===== src/sv/j1939tr_pkg.sv =====
// types and constants shared by the transport reassembler
`default_nettype none
package j1939tr_pkg;
   localparam logic [17:0] GRP_TP_CM = 18'h0EC00;
   localparam logic [17:0] GRP_TP_DT = 18'h0EB00;
   localparam logic [7:0] CTL_BAM = 8'h20;
   localparam logic [7:0] CTL_RTS = 8'h10;

   typedef enum logic [2:0] {
      ST_IDLE,
      ST_DECIDE,
      ST_EMIT_RD,
      ST_EMIT_WAIT,
      ST_EMIT_OUT
   } state_type;

   typedef enum logic [2:0] {
      ACT_NONE,
      ACT_DROP,
      ACT_OPEN,
      ACT_STORE,
      ACT_STORE_DONE
   } action_type;

   typedef struct packed {
      logic load;
      logic apply;
      logic out_load;
      logic chunk_next;
      logic free_slot;
   } ctrl_type;

   typedef struct packed {
      action_type action;
      logic chunk_last;
      logic out_busy;
   } stat_type;
endpackage
`default_nettype wire


===== src/sv/j1939tr_ctrl.sv =====
// controller state machine of the reassembler
`default_nettype none
module j1939tr_ctrl (
   input  wire logic                  clock,
   input  wire logic                  reset,
   input  wire logic                  req_fire,
   input  wire j1939tr_pkg::stat_type stat,
   output logic                       req_ready,
   output j1939tr_pkg::ctrl_type      ctrl
);
   import j1939tr_pkg::*;
   state_type state_ff, state_in;

   always_ff @(posedge clock) begin
      if (reset) state_ff <= ST_IDLE;
      else state_ff <= state_in;
   end

   always_comb begin
      state_in = state_ff;
      unique case (state_ff)
         ST_IDLE: if (req_fire) state_in = ST_DECIDE;
         ST_DECIDE: begin
            if (stat.action == ACT_STORE_DONE) state_in = ST_EMIT_RD;
            else state_in = ST_IDLE;
         end
         ST_EMIT_RD: state_in = ST_EMIT_WAIT;
         ST_EMIT_WAIT: if (!stat.out_busy) state_in = ST_EMIT_OUT;
         ST_EMIT_OUT: begin
            if (stat.chunk_last) state_in = ST_IDLE;
            else state_in = ST_EMIT_RD;
         end
         default: state_in = ST_IDLE;
      endcase
   end

   always_comb begin
      ctrl = '0;
      req_ready = 1'b0;
      unique case (state_ff)
         ST_IDLE: begin
            req_ready = 1'b1;
            ctrl.load = req_fire;
         end
         ST_DECIDE: ctrl.apply = 1'b1;
         ST_EMIT_RD: ;
         ST_EMIT_WAIT: ctrl.out_load = !stat.out_busy;
         ST_EMIT_OUT: begin
            ctrl.chunk_next = 1'b1;
            ctrl.free_slot = stat.chunk_last;
         end
         default: ;
      endcase
   end
endmodule
`default_nettype wire


===== config.mk =====
export PLATFORM = sky130hd
export DESIGN_NAME = j1939tr_ctrl
export DESIGN_NICKNAME = d
export VERILOG_FILES = /design/src/sv/j1939tr_pkg.sv /design/src/sv/j1939tr_ctrl.sv
export SDC_FILE = /design/constraint.sdc
export NUM_CORES = 1
export LEC_CHECK = 0
export ABC_AREA = 1
export ABC_CLOCK_PERIOD_IN_PS = 1000
export BUFFER_PORTS_ARGS = -buffer_cell sky130_fd_sc_hd__buf_4
export CORE_AREA = 4 4 41 43
export CTS_CLUSTER_DIAMETER = 100
export DETAILED_ROUTE_END_ITERATION = 12
export DIE_AREA = 0 0 45 47
export HOLD_SLACK_MARGIN = 0.1
export PLACE_DENSITY_LB_ADDON = 0.2
export SYNTH_ARGS = -nofsm -noshare
export SYNTH_HDL_FRONTEND = slang
export SYNTH_SLANG_ARGS = --single-unit

===== constraint.sdc =====
create_clock -name clock -period 1 [get_ports clock]
set_input_delay 0.3 -clock clock [delete_from_list [all_inputs] [get_ports clock]]
set_output_delay 0.3 -clock clock [all_outputs]
set_load 0.05 [all_outputs]

## After elaboration in Yosys (flattened, before gate mapping)

Cells that the tools add are included.
W data, S select, Z words.

- Add/sub/neg operators: 0
- Multiply operators: 0
- Div/mod/pow operators: 0
- Magnitude comparators: 0
- Eq/ne operators: 7
- Shift operators: 0
- Muxes and demuxes: 10
- Bitwise logic cells: 0
- Reductions and logical operators: 3

Operators with widths:

| cell | number |
|---|---|
| $pmux W3 S5 | 1 |
| $eq A3 B2 Y1 const B | 2 |
| $eq A3 B3 Y1 const B | 2 |
| $mux W2 | 3 |
| $mux W3 | 2 |
| $mux W1 | 4 |
| $ne A2 B2 Y1 const B | 2 |
| $eq A3 B1 Y1 const B | 1 |
| $logic_not A3 Y1 | 1 |
| $reduce_and A2 Y1 | 1 |
| $logic_not A1 Y1 | 1 |

- Register bits after elaboration: 3
- Latch bits: 0
- Bits in writable memories: 0
- Memory bits (read-only): 0
- Input port bits: 8
- Word-level logic and storage cells: 21
- Memories kept: 0

## Longest topological paths before layout

- Depth in word-level cells: 3
- Mapped depth: 6
- Depth with buffers taken out: 6

## Worst setup path after synthesis

No wires, ideal clock.

- Path type: flip-flop to output port
- Start: register state_ff[1]
- End: output ctrl[0] (netlist bit)
- Data arrival time: 1.983 ns
- Data required time: 0.700 ns
- Slack: -1.283 ns
- Stages on the path, launching flop included: 3
- Path through: dfxtp_1 buf_4 nor4_1

RTL lines:

| item | line | text |
|---|---|---|
| start: declaration | j1939tr_ctrl.sv:12 | `state_type state_ff, state_in;` |
| start signal: assignment | j1939tr_ctrl.sv:16 | `else state_ff <= state_in;` |
| end: declaration | j1939tr_ctrl.sv:9 | `output j1939tr_pkg::ctrl_type ctrl` |

==> reports/metrics.json <==
{
  "status": "finished, violations left",
  "failing_checks": "negative setup slack",
  "buffer_ports.inserted": 13,
  "pd_cells_mw_per_mm2": 960,
  "synth.distinct_cells": 14,
  "drt-initial-drc-count": 0,
  "place.gp.congestion": 0.673,
  "post_synth_inst_count": 30,
  "cap_viol_max_count": 0,
  "synthesis.area_sq_um": 198,
  "cell_type_of_the_slowest_stage_on_the_worst_timing_path": "dfxtp_4",
  "crit_path_end_kind": "primary output",
  "number_of_antenna_violations_at_the_first_check_in_global_routing": 0,
  "grt_setup_unrepaired": "yes",
  "cell_area_after_layout_sq_um": 558,
  "die_width_um": 45,
  "path_max_fanout": 5,
  "cpMostUsedCell": "buf_6",
  "finClkSkew_ns": 0.000418,
  "critical_path.max_stage_delay_ns": 0.39,
  "syn_nets": 38,
  "grt_start_max_net_pins": 7,
  "ant_nets": 0,
  "core_region_area_sq_mm": 0.00130,
  "worstSetupStartpointType": "register",
  "worstPathCellList": "inv_4 -> buf_6 -> nor3_4 -> buf_6",
  "worst_ep_arrival_time_ns": 1.06,
  "average_cell_area_after_synthesis_sq_um": 6.59,
  "registers.top_by_ff_count": "state_ff",
  "max_freq_mhz": 735,
  "timing.final.setup_violations": 8,
  "final_net_count": 67,
  "final_util": 0.429,
  "drc_violation_count_after_routing": 0,
  "tritoncts": "built",
  "design.portCount": 14,
  "place_area_sq_um": 424,
  "worst_skew_pair_latency_ns": 0.23,
  "tightest_slew_ns": 0.205,
  "post-route-min-period_ns": 1.36,
  "grt_first_pass_wirelength_mm": 1.15,
  "dp_hpwl_um": 498,
  "final-max-slew-violation-count": 0,
  "most_common_cell_after_layout_fill_and_taps_aside": "buf_4",
  "finalWirelength_um": 646,
  "via_count": 296,
  "die_span_y_um": 47,
  "fin_crit_sh": 1.36,
  "cts-buffers-inserted": 3,
  "data_required_time_at_the_worst_endpoint_ns": 0.70,
  "fin_hold_viols": 0,
  "layout.cells.most_common_list": "15 x buf_4, 9 x buf_6",
  "grt_remaining_overflow": 0,
  "leakage_power_of_the_design_nw": 0.248,
  "grtUsageTotal": 0.0752,
  "cts.clk_slew.worst_paths_ns": 0.04,
  "insertedDiodeCount": 0,
  "drt-wirelength-per-cell_um": 8.85,
  "max-slew-margin-rel": 0.862,
  "clock_tree.htree_level_count": 1,
  "drive_above_1_share": 0.793,
  "worst_slack_ns": -0.361,
  "seq_area_frac_synth": 0.304,
  "min-delay-path-class": "input pin to register",
  "first_global_vias": 309,
  "largest_reg_flops": 3,
  "area.growth.synth_to_final_pct": 182,
  "start_util": 0.152,
  "root_buffer": "clkbuf_4",
  "timing_worst_setup_path_type": "register to primary output",
  "irDropWorstVdd_mv": 0.644,
  "firstDrtPassIters": 1,
  "ys.warnings.count": 0,
  "place_ws_ns": -0.203,
  "number_of_buffers_added_to_fix_hold_violations_after_cts": 0,
  "cts-root-to-sink-buffers": 2,
  "power.total_uw": 535,
  "viasPerCell": 4.05,
  "number_of_synthesized_register_bits": 3,
  "fp.dieArea_sq_mm": 0.00212,
  "cts_sinks": 3,
  "reg.largest.list": "state_ff (3)",
  "std_cell_rows": 13
}
[final cells by class]
class / instances / area [sq um]
Sequential cell: 3 / 71.3
Clock buffer: 4 / 26.3
Timing Repair Buffer: 25 / 229
Tap cell: 15 / 18.8
Multi-Input combinational cell: 20 / 183
Fill cell: 133 / 743
Inverter: 6 / 30.0
[per-stage QoR]
stage	cells	setup TNS (ns)	hold WS (ns)
after floorplan	30	-1.54	0.362
final	73	-2.25	0.252
after detailed placement	65	-1.22	0.493
after global routing	73	-2.70	0.250
after CTS	74	-2.39	0.242
after global placement	65	-1.26	0.495
[worst max-delay path: cells and delay by family (launching register included)]
kind | cells | cell delay, ns
DFF | 1 | 0.39
buffers and inverters | 3 | 0.33
and+or+nand+nor | 1 | 0.10
[Yosys cell counts]
cell / n / area share
a211oi_2: 1 / 0.063
a21oi_2: 1 / 0.044
buf_4: 1 / 0.038
dfxtp_1: 3 / 0.30
inv_1: 4 / 0.076
inv_2: 2 / 0.038
nand2_1: 4 / 0.076
nand3_1: 3 / 0.076
nand4_1: 1 / 0.032
nor2_1: 5 / 0.095
nor3_1: 2 / 0.051
nor3_2: 1 / 0.051
nor4_1: 1 / 0.032
o21ai_1: 1 / 0.025
[final timing paths]
check        depth (start not counted)        start           to  slack (ns)
max                                  4  state_ff[0]      ctrl[3]       -0.36
min                                  2        reset  state_ff[1]        0.25
max reg2reg                          8  state_ff[0]  state_ff[1]       -0.21
min reg2reg                          3  state_ff[2]  state_ff[1]        0.56
[repair_timing]
item / CTS / global route
cloned: 0 / 0
gates resized for setup: 18 / 5
setup endpoints to repair: 8 / 8
setup buffers: 6 / 1
pin swaps: 5 / 3
[kinds of logic (layout without fill, tap and decap cells)]
logic type | after synthesis | after routing | share of synthesized area
flip-flops | 3 | 3 | 0.304
buffers and inverters | 7 | 35 | 0.152
AO/OA/AOI/OAI | 3 | 3 | 0.133
AND/OR/NAND/NOR | 17 | 17 | 0.411
[where the power goes]
part           switching (mW)  internal (mW)
registers              0.0120          0.121
logic                   0.101         0.0918
clock network          0.0603          0.149
[per-layer routing]
layer  track usage  part of all wire
met5             0                 0
met3        0.0383              0.11
met2         0.121              0.46
met4        0.0175                 0
met1        0.0890              0.43
Note: power is estimated with default switching activity, not from simulation.
